`config.mk`:
```
export PLATFORM = sky130hd
export DESIGN_NAME = blink_error_code_sequencer_unit
export DESIGN_NICKNAME = d
export VERILOG_FILES = /design/src/rtl/core/bces_pkg.sv /design/src/rtl/core/bces_in_reg.sv /design/src/rtl/core/bces_update.sv /design/src/rtl/core/blink_error_code_sequencer_unit.sv
export SDC_FILE = /design/constraint.sdc
export NUM_CORES = 1
export LEC_CHECK = 0
export ABC_AREA = 1
export BUFFER_PORTS_ARGS = -buffer_cell sky130_fd_sc_hd__buf_2
export CAP_MARGIN = 40
export CORE_MARGIN = 2
export CORE_UTILIZATION = 40
export DETAILED_ROUTE_END_ITERATION = 6
export PLACE_DENSITY = 0.71
export SYNTH_ARGS = -nofsm -noshare
export SYNTH_HDL_FRONTEND = slang
export SYNTH_HIERARCHICAL = 1
export SYNTH_SLANG_ARGS = --single-unit
```
`constraint.sdc`:
```
create_clock -name clk -period 4.4 [get_ports clk]
set_clock_uncertainty 0.15 [all_clocks]
set_input_delay 0.88 -clock clk [delete_from_list [all_inputs] [get_ports clk]]
set_output_delay 0.88 -clock clk [all_outputs]
set_load 0.005 [all_outputs]
```
`src/rtl/core/bces_pkg.sv`:
```
`timescale 1ns / 1ps
// ----------------------------------------------------------------------------
// bces_pkg: shared definitions of the blink error code sequencer
// Field widths, operation codes and the item type passed between stages.
// ----------------------------------------------------------------------------
package bces_pkg;

  // Widths of the item fields on the ports.
  localparam int CODE_W = 4;
  localparam int PASS_W = 8;

  // Default number of code bits kept inside the sequencer.
  localparam int CODE_BITS_DEF = 4;

  typedef enum logic {
    OP_SET  = 1'b0,
    OP_TICK = 1'b1
  } op_t;

  // One input item as held in the input register.
  typedef struct packed {
    op_t               op;
    logic [CODE_W-1:0] code;
  } item_t;

endpackage

```
`src/rtl/core/bces_in_reg.sv`:
```
`timescale 1ns / 1ps
// ----------------------------------------------------------------------------
// bces_in_reg: input register stage
// Captures one item and holds it until the update stage takes it.
// ----------------------------------------------------------------------------
module bces_in_reg
  import bces_pkg::*;
(
  input  logic  clk,
  input  logic  rst,
  input  logic  in_valid,
  output logic  in_stall,
  input  item_t in_item,
  output logic  held_valid,
  output item_t held_item,
  input  logic  take
);

  logic load;

  // The register can load when it is empty or its item leaves this cycle.
  assign load     = !held_valid || take;
  assign in_stall = !load;

  always_ff @(posedge clk) begin
    if (rst) begin
      held_valid <= 1'b0;
    end else if (load) begin
      held_valid <= in_valid;
    end
  end

  always_ff @(posedge clk) begin
    if (load && in_valid) begin
      held_item <= in_item;
    end
  end

endmodule

```
`src/rtl/core/bces_update.sv`:
```
`timescale 1ns / 1ps
// ----------------------------------------------------------------------------
// bces_update: sequencer state update and result register
// Applies one item to the sequencer state; the state registers are the result.
// ----------------------------------------------------------------------------
module bces_update
  import bces_pkg::*;
#(
  parameter int CODE_BITS = CODE_BITS_DEF
) (
  input  logic              clk,
  input  logic              rst,
  input  logic              held_valid,
  input  item_t             held_item,
  output logic              take,
  output logic              out_valid,
  input  logic              out_stall,
  output logic              led_on,
  output logic              running,
  output logic [CODE_W-1:0] active_code,
  output logic [PASS_W-1:0] passes
);

  localparam int SLOT_W = CODE_BITS + 1;

  logic [CODE_BITS-1:0] active_error, active_error_next;
  logic [SLOT_W-1:0]    slot_count, slot_count_next;
  logic [PASS_W-1:0]    pass_count, pass_count_next;
  logic                 stop_pending, stop_pending_next;
  logic                 timer_active, timer_active_next;
  logic                 led_level, led_level_next;
  logic [CODE_BITS-1:0] req;
  logic                 last_slot;

  // The state only moves when the result register is free to show it.
  assign take = held_valid && (!out_valid || !out_stall);

  assign req       = CODE_BITS'(held_item.code);
  assign last_slot = (slot_count == {active_error, 1'b1});

  always_comb begin
    active_error_next = active_error;
    slot_count_next   = slot_count;
    pass_count_next   = pass_count;
    stop_pending_next = stop_pending;
    timer_active_next = timer_active;
    led_level_next    = led_level;
    case (held_item.op)
      OP_SET: begin
        if (active_error == '0 && req != '0) begin
          active_error_next = req;
          slot_count_next   = '0;
          pass_count_next   = '0;
          stop_pending_next = 1'b0;
          led_level_next    = 1'b0;
          timer_active_next = 1'b1;
        end else if (active_error != '0 && req == '0) begin
          stop_pending_next = 1'b1;
        end
      end
      OP_TICK: begin
        if (timer_active) begin
          if (last_slot) begin
            // End of the pass: the LED stays dark.
            slot_count_next = '0;
            if (stop_pending) begin
              timer_active_next = 1'b0;
              active_error_next = '0;
            end else begin
              pass_count_next = pass_count + PASS_W'(1);
            end
          end else begin
            led_level_next  = slot_count[0];
            slot_count_next = slot_count + SLOT_W'(1);
          end
        end
      end
      default: begin
      end
    endcase
  end

  always_ff @(posedge clk) begin
    if (rst) begin
      active_error <= '0;
      slot_count   <= '0;
      pass_count   <= '0;
      stop_pending <= 1'b0;
      timer_active <= 1'b0;
      led_level    <= 1'b0;
      out_valid    <= 1'b0;
    end else begin
      if (take) begin
        active_error <= active_error_next;
        slot_count   <= slot_count_next;
        pass_count   <= pass_count_next;
        stop_pending <= stop_pending_next;
        timer_active <= timer_active_next;
        led_level    <= led_level_next;
        out_valid    <= 1'b1;
      end else if (!out_stall) begin
        out_valid <= 1'b0;
      end
    end
  end

  assign led_on      = led_level;
  assign running     = timer_active;
  assign active_code = CODE_W'(active_error);
  assign passes      = pass_count;

endmodule

```
`src/rtl/core/blink_error_code_sequencer_unit.sv`:
```
`timescale 1ns / 1ps
// ----------------------------------------------------------------------------
// blink_error_code_sequencer_unit: LED blink code sequencer
// Shows an error code as a repeating series of LED blinks driven by ticks.
// ----------------------------------------------------------------------------
// Each accepted item gives exactly one result item once the update stage
// takes it, and a new item can be accepted in every cycle while the output is
// not stalled: an input register feeds a single update stage whose state
// registers double as the result register. A set item (op 0) with a nonzero
// code starts a sequence when no code is active; while a code is active,
// nonzero codes are ignored and code zero asks the sequence to stop at the
// end of its current pass. Each tick item (op 1) while running advances one
// slot of the pass: a code of N blinks uses 2N+2 slots, with the LED lit on the
// odd slots but the last one and dark on all the others. The result item shows
// the LED level, the running flag, the active code and the completed pass
// count after the item was applied. CODE_BITS sets how many bits of the
// requested code are kept; higher code bits are dropped.
// ----------------------------------------------------------------------------
module blink_error_code_sequencer_unit
  import bces_pkg::*;
#(
  parameter int CODE_BITS = CODE_BITS_DEF
) (
  input  logic              clk,
  input  logic              rst,
  input  logic              in_valid,
  output logic              in_stall,
  input  logic              op,
  input  logic [CODE_W-1:0] code,
  output logic              out_valid,
  input  logic              out_stall,
  output logic              led_on,
  output logic              running,
  output logic [CODE_W-1:0] active_code,
  output logic [PASS_W-1:0] passes
);

  item_t in_item;
  item_t held_item;
  logic  held_valid;
  logic  take;

  assign in_item.op   = op_t'(op);
  assign in_item.code = code;

  // The input register holds one item until the update stage takes it.
  bces_in_reg u_in_reg (
    .clk        (clk),
    .rst        (rst),
    .in_valid   (in_valid),
    .in_stall   (in_stall),
    .in_item    (in_item),
    .held_valid (held_valid),
    .held_item  (held_item),
    .take       (take)
  );

  // The update stage applies the item and presents the new state as a result.
  bces_update #(
    .CODE_BITS (CODE_BITS)
  ) u_update (
    .clk         (clk),
    .rst         (rst),
    .held_valid  (held_valid),
    .held_item   (held_item),
    .take        (take),
    .out_valid   (out_valid),
    .out_stall   (out_stall),
    .led_on      (led_on),
    .running     (running),
    .active_code (active_code),
    .passes      (passes)
  );

endmodule

```
==> metrics.md, run 1 <==
| Metric | Value |
|---|---|
| XOR/XNOR Fraction of Synth Area | `0.0261` |
| Dpl hpwl | `1800 um` |
| First-pass DRT Iterations | `4` |
| Global placement routability congestion | `0.788` |
| Crit Path Max Fanout | `5` |
| Mapped Cells | `173` |
| Crit path required time | `3370 ps` |
| Clk buf depth | `2` |
| Core area | `3280 sq um` |
| Kind of critical path | `input pin to primary output` |
| Diodes inserted | `0` |
| 1st-iter DRT viols | `44` |
| Setup TNS | `0 ps` |
| Die Span X | `61.9 um` |
| Drt drc | `0` |
| Post-route insts no fill | `242` |
| First-pass GRT wire length | `3880 um` |
| Vias in the first global route | `907` |
| Sequential Power Share | `0.623` |
| Power density of the placed cells | `285 nW/um^2` |
| Register area share after synthesis | `0.441` |
| Final #Nets | `209` |
| Clock Sinks | `27` |
| Area added between synthesis and finish | `12.7%` |
| Sw Ratio | `0.270` |
| Remaining Overflow, GRT | `0` |
| Skew-Pair Late Insertion Delay | `330 ps` |
| Syn_nets | `185` |
| Cell area after synthesis | `1340 sq um` |
| Total setup buffers inserted after CTS | `0` |
| Vias per cell | `4.73` |
| PostCTS Resize Cnt | `0` |
| I/O pin count | `25` |
| Net Sw Power | `0.116 mW` |
| Vias after detailed routing | `1144` |
| Max Slew Vio Count | `0` |
| Initial core utilization | `0.408` |
| Dpl cell area | `1480 sq um` |
| Die height | `61.9 um` |
| F_max | `386 MHz` |
| Antenna violations before repair | `0` |
| Synth Area in Compound Gates | `0.130` |
| Routed WL | `2410 um` |
| Wirelength per Cell | `9.94 um` |
| Unique masters post-synth | `30` |
| #FFs+latches synth | `27` |
| CTS buffer count | `3` |
| Tcrit/Tclk final | `0.588` |
| CP arrival | `1560 ps` |
| Min-delay worst type | `flip-flop to flip-flop` |
| Gate power share | `0.121` |
| Pre-CTS setup slack | `1820 ps` |
| Clock transition at the registers of the reported paths | `140 ps` |
| H-tree depth | `1` |
| Worst relative slew slack | `0.721` |
| Crit start category | `input pin` |
| Post-synth top area share | `0.329` |
| Internal power | `0.315 mW` |
| Synth area leader | `dfxtp_1` |
| CTS tree | `yes` |
| Multiplexer share of the synthesized area | `0` |
| Min cycle time layout | `2590 ps` |
| Max_cap viols | `0` |
| Synthesis warning total | `6` |
| Port Buffers | `24` |
| Synth Area in Simple Gates | `0.288` |
| Largest family of logic cells by synthesized area | `simple AND/OR/NAND/NOR gates` |
| Site row count | `21` |
| Worst IR Drop VDD | `163 uV` |
| Post-synth EDFFs | `5` |
| Worst setup EP type | `primary output` |
| Leak pwr | `0.604 nW` |
| Die area | `3830 sq um` |
| Power share of the clock group | `0.257` |
| Final instance area | `1510 sq um` |
| Overall power | `0.431 mW` |
| Post-synthesis adder-cell area fraction | `0.0280` |
| Largest net degree at the start of global routing | `19` |
| Worst-Margin Slew | `417 ps` |
| Routed Antenna Nets | `0` |
| Final Setup Violations | `0` |
| Final hold violations | `0` |
| Mapped Avg Cell Area | `7.75 sq um` |
| Top post-synthesis cells by area | `dfxtp_1 (33%), nand2_1 (11%), edfxtp_1 (11%)` |
| RSZ-0062 raised after global routing | `no` |
| PnR worst setup slack | `1810 ps` |
| Status | `complete, no violations` |
| Prevailing post-synth register cell | `dfxtp_1` |
| Share of layout cells above drive strength 1 | `0.189` |
| GR Util All Layers | `0.136` |
| Cell count after placement | `238` |
| Synth async-reset ratio | `0` |
| Clock root buffer | `clkbuf_4` |
| Post-CTS Hold Fix Bufs | `0` |
==> layer usage <==
metal	part of all wire	GRT usage	vias up
li1	-	-	613
met1	0.46	0.191	496
met2	0.46	0.203	31
met3	0.066	0.0186	4
met4	0.015	0.0729	0
met5	0	0	-
==> cell usage in the layout, fill, tap and decap left out, drive strengths merged <==
master | synthesis | layout
a21oi | 20 | 20
buf | 4 | 24
clkbuf | 1 | 3
clkinvlp | 0 | 1
dfxtp | 22 | 22
edfxtp | 5 | 5
ha | 3 | 3
inv | 20 | 20
nand2 | 45 | 45
nand3 | 14 | 14
nand3b | 2 | 2
nand4 | 4 | 4
nor2 | 15 | 15
nor3b | 2 | 2
nor4 | 1 | 1
o211ai | 1 | 1
o21a | 1 | 1
o21ai | 5 | 5
o21bai | 1 | 1
o31ai | 1 | 1
or2 | 1 | 1
or4 | 1 | 1
xnor2 | 2 | 2
xor2 | 2 | 2
==> registers in the layout, summed over array words and instances (netlist names) <==
register,flops
u_in_reg/held_valid,1
u_update/active_code,4
u_update/led_on,1
u_update/running,1
u_update/stop_pending,1
u_update/passes,8
u_update/out_valid,1
u_in_reg/held_item,5
u_update/slot_count,5
==> cells in the mapped netlist (all sizes together) (2+ instances only) <==
cell    instances
xnor2           2
nand3          14
buf             4
nand2          45
nand3b          2
xor2            2
nor2           15
inv            20
nand4           4
o21ai           5
ha              3
nor3b           2
a21oi          20
edfxtp          5
dfxtp          22
==> kinds of logic (layout without fill, tap and decap cells) <==
logic type,Yosys count,in the layout
buf+inv,25,48
compound gates,29,29
fa+ha+maj,3,3
xor+xnor,4,4
flops,27,27
simple gates,85,85
==> critical path, stage by stage <==
cell and delay [ps]:
buf_2 90, nand2_1 70, nand2_1 140, inv_1 120
inv_1 50, nand2_2 60, inv_2 30, buf_2 110
==> power by group through the flow <==
| stage | combinational [mW] | clock, mW | sequential (mW) |
|---|---|---|---|
| after floorplan | 0.0425 | 0 | 0.272 |
| after global routing | 0.0591 | 0.124 | 0.270 |
| after CTS | 0.0524 | 0.117 | 0.269 |
| after detailed placement | 0.0523 | 0 | 0.274 |
| after global placement | 0.0522 | 0 | 0.274 |
| final | 0.0520 | 0.111 | 0.269 |
==> through the flow <==
stage | hold slack, ps | util
floorplan | 306 | -
global placement | 306 | 0.451
detailed placement | 306 | 0.451
CTS | 328 | 0.460
global route | 368 | 0.460
finish | 330 | 0.460
==> cell type report <==
type,count,area [sq um]
well taps,46,57.6
clock inverters,1,7.51
multi-input cells,121,632
fillers,327,1770
inverters,20,80.1
flip-flops and latches,27,591
clock buffers,3,22.5
repair buffers,24,120
==> worst paths after layout <==
path | start | to | slack [ps] | cells after the start
setup / recovery | out_stall | in_stall | 1810 | 8
hold / removal | u_update/led_on | u_update/led_on | 330 | 2
setup reg to reg | u_update/active_code[3] | u_update/passes[1] | 2260 | 8
hold reg to reg | u_update/led_on | u_update/led_on | 330 | 2
Power figures use the tool's default switching activity.
==> run 2, diff against run 1 <==
PLACE_DENSITY = 0.73   (was 0.71)
clock period = 2.2 ns   (was 4.4 ns; I/O delays follow)
==> metrics.md, run 2 (synthesis gave the netlist of run 1 again) <==
| Metric | Value |
|---|---|
| 1st-iter DRT viols | `25` |
| Worst relative slew slack | `0.724` |
| Clock transition at the registers of the reported paths | `140 ps` |
| Reg-to-reg startpoint | `u_in_reg/held_item[0]` |
| H-tree depth | `1` |
| Setup TNS | `0 ps` |
| Skew-Pair Late Insertion Delay | `320 ps` |
| Crit path cell chain | `or4_1 > ha_1 > nand2_4 > a21oi_4 > o21a_4 > nand2_2 > nand2_1 > a21oi_1` |
| I/O pin count | `25` |
| Core area | `3280 sq um` |
| Power density of the placed cells | `561 nW/um^2` |
| Post-CTS Hold Fix Bufs | `0` |
| Status | `complete, no violations` |
| Vias after detailed routing | `1147` |
| CTS tree | `yes` |
| Crit-path slowest cell | `or4_1` |
| Critical path origin | `u_in_reg/held_item[0]` |
| Die area | `3830 sq um` |
| Worst-Margin Slew | `413 ps` |
| Min cycle time layout | `2040 ps` |
| Max Slew Vio Count | `0` |
| Leak pwr | `0.610 nW` |
| Reg2reg setup slack | `160 ps` |
| Wirelength per Cell | `10.3 um` |
| Initial core utilization | `0.408` |
| First-pass GRT wire length | `3880 um` |
| Min-delay worst type | `input pin to flip-flop` |
| Antenna violations before repair | `0` |
| Die Span X | `61.9 um` |
| Worst Reg-to-Reg Cells | `8` |
| Final hold violations | `0` |
| Routed WL | `2510 um` |
| Overall power | `0.850 mW` |
| Clk buf depth | `2` |
| Hold Path Depth | `1` |
| Tcrit/Tclk final | `0.927` |
| Area added between synthesis and finish | `13.0%` |
| WHS | `140 ps` |
| Kind of critical path | `flip-flop to flip-flop` |
| Max FFs per register | `8` |
| PostCTS Resize Cnt | `0` |
| Crit Path Max Fanout | `10` |
| First-pass DRT Iterations | `4` |
| PnR worst setup slack | `162 ps` |
| Global placement routability congestion | `0.774` |
| CTS buffer count | `3` |
| F_max | `491 MHz` |
| Remaining Overflow, GRT | `0` |
| Fillcell total | `359` |
| RSZ-0062 raised after global routing | `no` |
| Final #Nets | `210` |
| Vias per cell | `4.72` |
| Worst IR Drop VDD | `306 uV` |
| Site row count | `21` |
| Hold Crit Start | `code[2]` |
| Dpl hpwl | `1900 um` |
| Vias in the first global route | `947` |
| Pre-CTS setup slack | `186 ps` |
| Routed Antenna Nets | `0` |
| Crit path required time | `2310 ps` |
| Max_cap viols | `0` |
| Clock Sinks | `27` |
| Largest net degree at the start of global routing | `19` |
| Share of layout cells above drive strength 1 | `0.188` |
| Total setup buffers inserted after CTS | `0` |
| Most frequent cells in the layout | `nand2_1 (41), buf_2 (24), dfxtp_1 (22)` |
| Multi-input gate area | `632 sq um` |
| GR Util All Layers | `0.137` |
| Largest stage delay, worst path | `530 ps` |
| Diodes inserted | `0` |
| Final Setup Violations | `0` |
| Port Buffers | `24` |
| Clock root buffer | `clkbuf_4` |
| Die height | `61.9 um` |
| Worst setup EP type | `flip-flop` |
| Commonest non-fill, non-tap cell in the layout | `nand2_1` |
| FF+latch area | `591 sq um` |
| Drt drc | `0` |
| CP arrival | `2150 ps` |
| Crit start category | `flip-flop` |
[run 2: cell count changes in the layout (fill, tap and decap cells not counted)]
cell        before  now
buf_4            0    1
clkinvlp_4       1    0
clkbuf_1         0    1
[run 2: routing by layer]
metal  vias to the layer above  share of wire  GRT usage  wire length (um)
met5                         -              0          0                 0
met4                         0         0.0096     0.0638                24
met3                         2          0.040     0.0207               100
met2                        18           0.48      0.230              1200
met1                       510           0.47      0.172              1180
li1                        617              -          -                 -
[run 2: final cells by class]
type / instances / share of cell area
inverter: 20 / 0.0529
timing repair buffer: 25 / 0.0843
tap: 46 / 0.0380
clock buffer: 4 / 0.0174
multi-input combinational: 121 / 0.417
sequential: 27 / 0.390
[run 2: power by group]
part	total, mW	leakage [nW]	internal [mW]	switching (mW)
sequential	0.537	0.226	0.522	0.0157
clock	0.206	0.0150	0.0709	0.135
combinational	0.106	0.369	0.0399	0.0666
[run 2: critical path, delay by kind of cell (launching register included)]
family / cells / cell delay (ps)
and+or+nand+nor: 4 / 840
AOI/OAI and AO/OA: 3 / 340
DFF: 1 / 410
adders and majority gates: 1 / 230
[run 2: path summary, 6_finish.rpt]
check / end
setup reg to reg: u_update/passes[1]
hold / removal: u_in_reg/held_item[2]
hold reg to reg: u_update/led_on
setup / recovery: u_update/passes[1]
[run 2: per-stage QoR]
stage               cell area, sq um   util  cells
finish                          1510  0.461    243
global route                    1510  0.461    243
CTS                             1510  0.461    243
detailed placement              1490  0.453    239
global placement                1490  0.453    239
floorplan                       1340      -    173
==> run 3, diff against run 2 <==
CORE_UTILIZATION = 48   (was 40)
PLACE_DENSITY = 0.83   (was 0.73)
==> metrics.md, run 3 (synthesis gave the netlist of run 1 again) <==
| Metric | Value |
|---|---|
| Status | `complete, no violations` |
| RSZ-0062 raised after global routing | `no` |
| Largest net degree at the start of global routing | `19` |
| Setup TNS | `0 ps` |
| Tcrit/Tclk final | `0.936` |
| Site row count | `19` |
| Die area | `3230 sq um` |
| First-pass DRT Iterations | `4` |
| Kind of critical path | `flip-flop to flip-flop` |
| Drt drc | `0` |
| Most frequent cells in the layout | `nand2_1 (41), buf_2 (24), dfxtp_1 (22)` |
| Diodes inserted | `0` |
| Leak pwr | `0.617 nW` |
| Clk buf depth | `2` |
| Most frequent CP cell | `nand2_4` |
| Worst setup EP type | `flip-flop` |
| Overall power | `0.862 mW` |
| CTS tree | `yes` |
| Core area | `2710 sq um` |
| Global placement routability congestion | `0.815` |
| GR Util All Layers | `0.168` |
| Area added between synthesis and finish | `12.0%` |
| Max Slew Vio Count | `0` |
| I/O pin count | `25` |
| Crit start category | `flip-flop` |
| Final #Nets | `210` |
| Largest stage delay, worst path | `530 ps` |
| H-tree depth | `1` |
| Crit path cell chain | `or4_1 > ha_1 > nand2_4 > a21oi_4 > o21a_4 > nand2_4 > nand2_1 > a21oi_1` |
| Power density of the placed cells | `575 nW/um^2` |
| Final Setup Violations | `0` |
| Final hold violations | `0` |
| Dpl hpwl | `1870 um` |
| Vias per cell | `5.24` |
| Initial core utilization | `0.494` |
| Min-delay worst type | `input pin to flip-flop` |
| 1st-iter DRT viols | `28` |
| Worst Reg-to-Reg Cells | `8` |
| CTS buffer count | `3` |
| Worst relative slew slack | `0.729` |
| Routed Antenna Nets | `0` |
| First-pass GRT wire length | `4260 um` |
| Port Buffers | `24` |
| Share of layout cells above drive strength 1 | `0.188` |
| Routed WL | `2560 um` |
| Worst-Margin Slew | `406 ps` |
| Wirelength per Cell | `11.2 um` |
| Antenna violations before repair | `0` |
| Hold Path Depth | `1` |
| Clock Sinks | `27` |
| Skew-Pair Late Insertion Delay | `330 ps` |
| Vias after detailed routing | `1194` |
| Commonest non-fill, non-tap cell in the layout | `nand2_1` |
| CP arrival | `2180 ps` |
| Crit-path slowest cell | `or4_1` |
| Vias in the first global route | `1056` |
| Worst IR Drop VDD | `427 uV` |
| Post-CTS Hold Fix Bufs | `0` |
| Crit Path Max Fanout | `10` |
| Die Span X | `56.8 um` |
| Remaining Overflow, GRT | `0` |
| Clock root buffer | `clkbuf_4` |
| Crit path required time | `2320 ps` |
| Max_cap viols | `0` |
| Clock transition at the registers of the reported paths | `140 ps` |
| Die height | `56.8 um` |
| Min cycle time layout | `2060 ps` |
| Max FFs per register | `8` |
| F_max | `486 MHz` |
run 3: timing repair:
item,in CTS,in global routing
setup buffers,0,1
hold endpoints to repair,0,0
resized for setup,0,1
endpoints found under the setup margin,0,2
run 3: worst paths after layout:
| kind | end | from | slack, ps |
|---|---|---|---|
| worst max-delay path | u_update/passes[1] | u_in_reg/held_item[0] | 140 |
| worst min-delay path | u_in_reg/held_item[3] | code[3] | 120 |
| worst max register to register | u_update/passes[1] | u_in_reg/held_item[0] | 140 |
| worst min register to register | u_update/led_on | u_update/led_on | 330 |
run 3: layer usage:
| layer | track usage | up-vias | share of wire |
|---|---|---|---|
| met5 | 0 | - | 0 |
| met2 | 0.282 | 22 | 0.47 |
| met4 | 0.0764 | 0 | 0.013 |
| met3 | 0.0323 | 5 | 0.038 |
| li1 | - | 614 | - |
| met1 | 0.206 | 553 | 0.48 |
run 3: cell type report:
| class | instances | area [sq um] |
|---|---|---|
| Clock buffer | 4 | 26.3 |
| Fill cell | 267 | 1210 |
| Inverter | 20 | 80.1 |
| Multi-Input combinational cell | 121 | 637 |
| Sequential cell | 27 | 591 |
| Tap cell | 31 | 38.8 |
| Timing Repair Buffer | 25 | 128 |
run 3: metrics by stage:
stage	hold WS [ps]	std cells	setup WS (ps)	util	instance area (sq um)
after floorplan	306	173	203	-	1340
after global placement	302	223	172	0.539	1460
after detailed placement	308	223	149	0.539	1460
after CTS	123	227	123	0.549	1490
after global routing	110	228	13.9	0.554	1500
final	123	228	141	0.554	1500
run 3: critical path, delay by kind of cell (launching register included):
| kind | cells | cell delay, ps |
|---|---|---|
| AOI/OAI and AO/OA | 3 | 390 |
| DFF | 1 | 420 |
| adders and majority gates | 1 | 240 |
| and+or+nand+nor | 4 | 790 |
run 3: where the power goes:
group          leakage [nW]  switching [mW]  internal [mW]
clock                0.0150           0.146         0.0712
sequential            0.226          0.0158          0.522
combinational         0.375          0.0672         0.0400
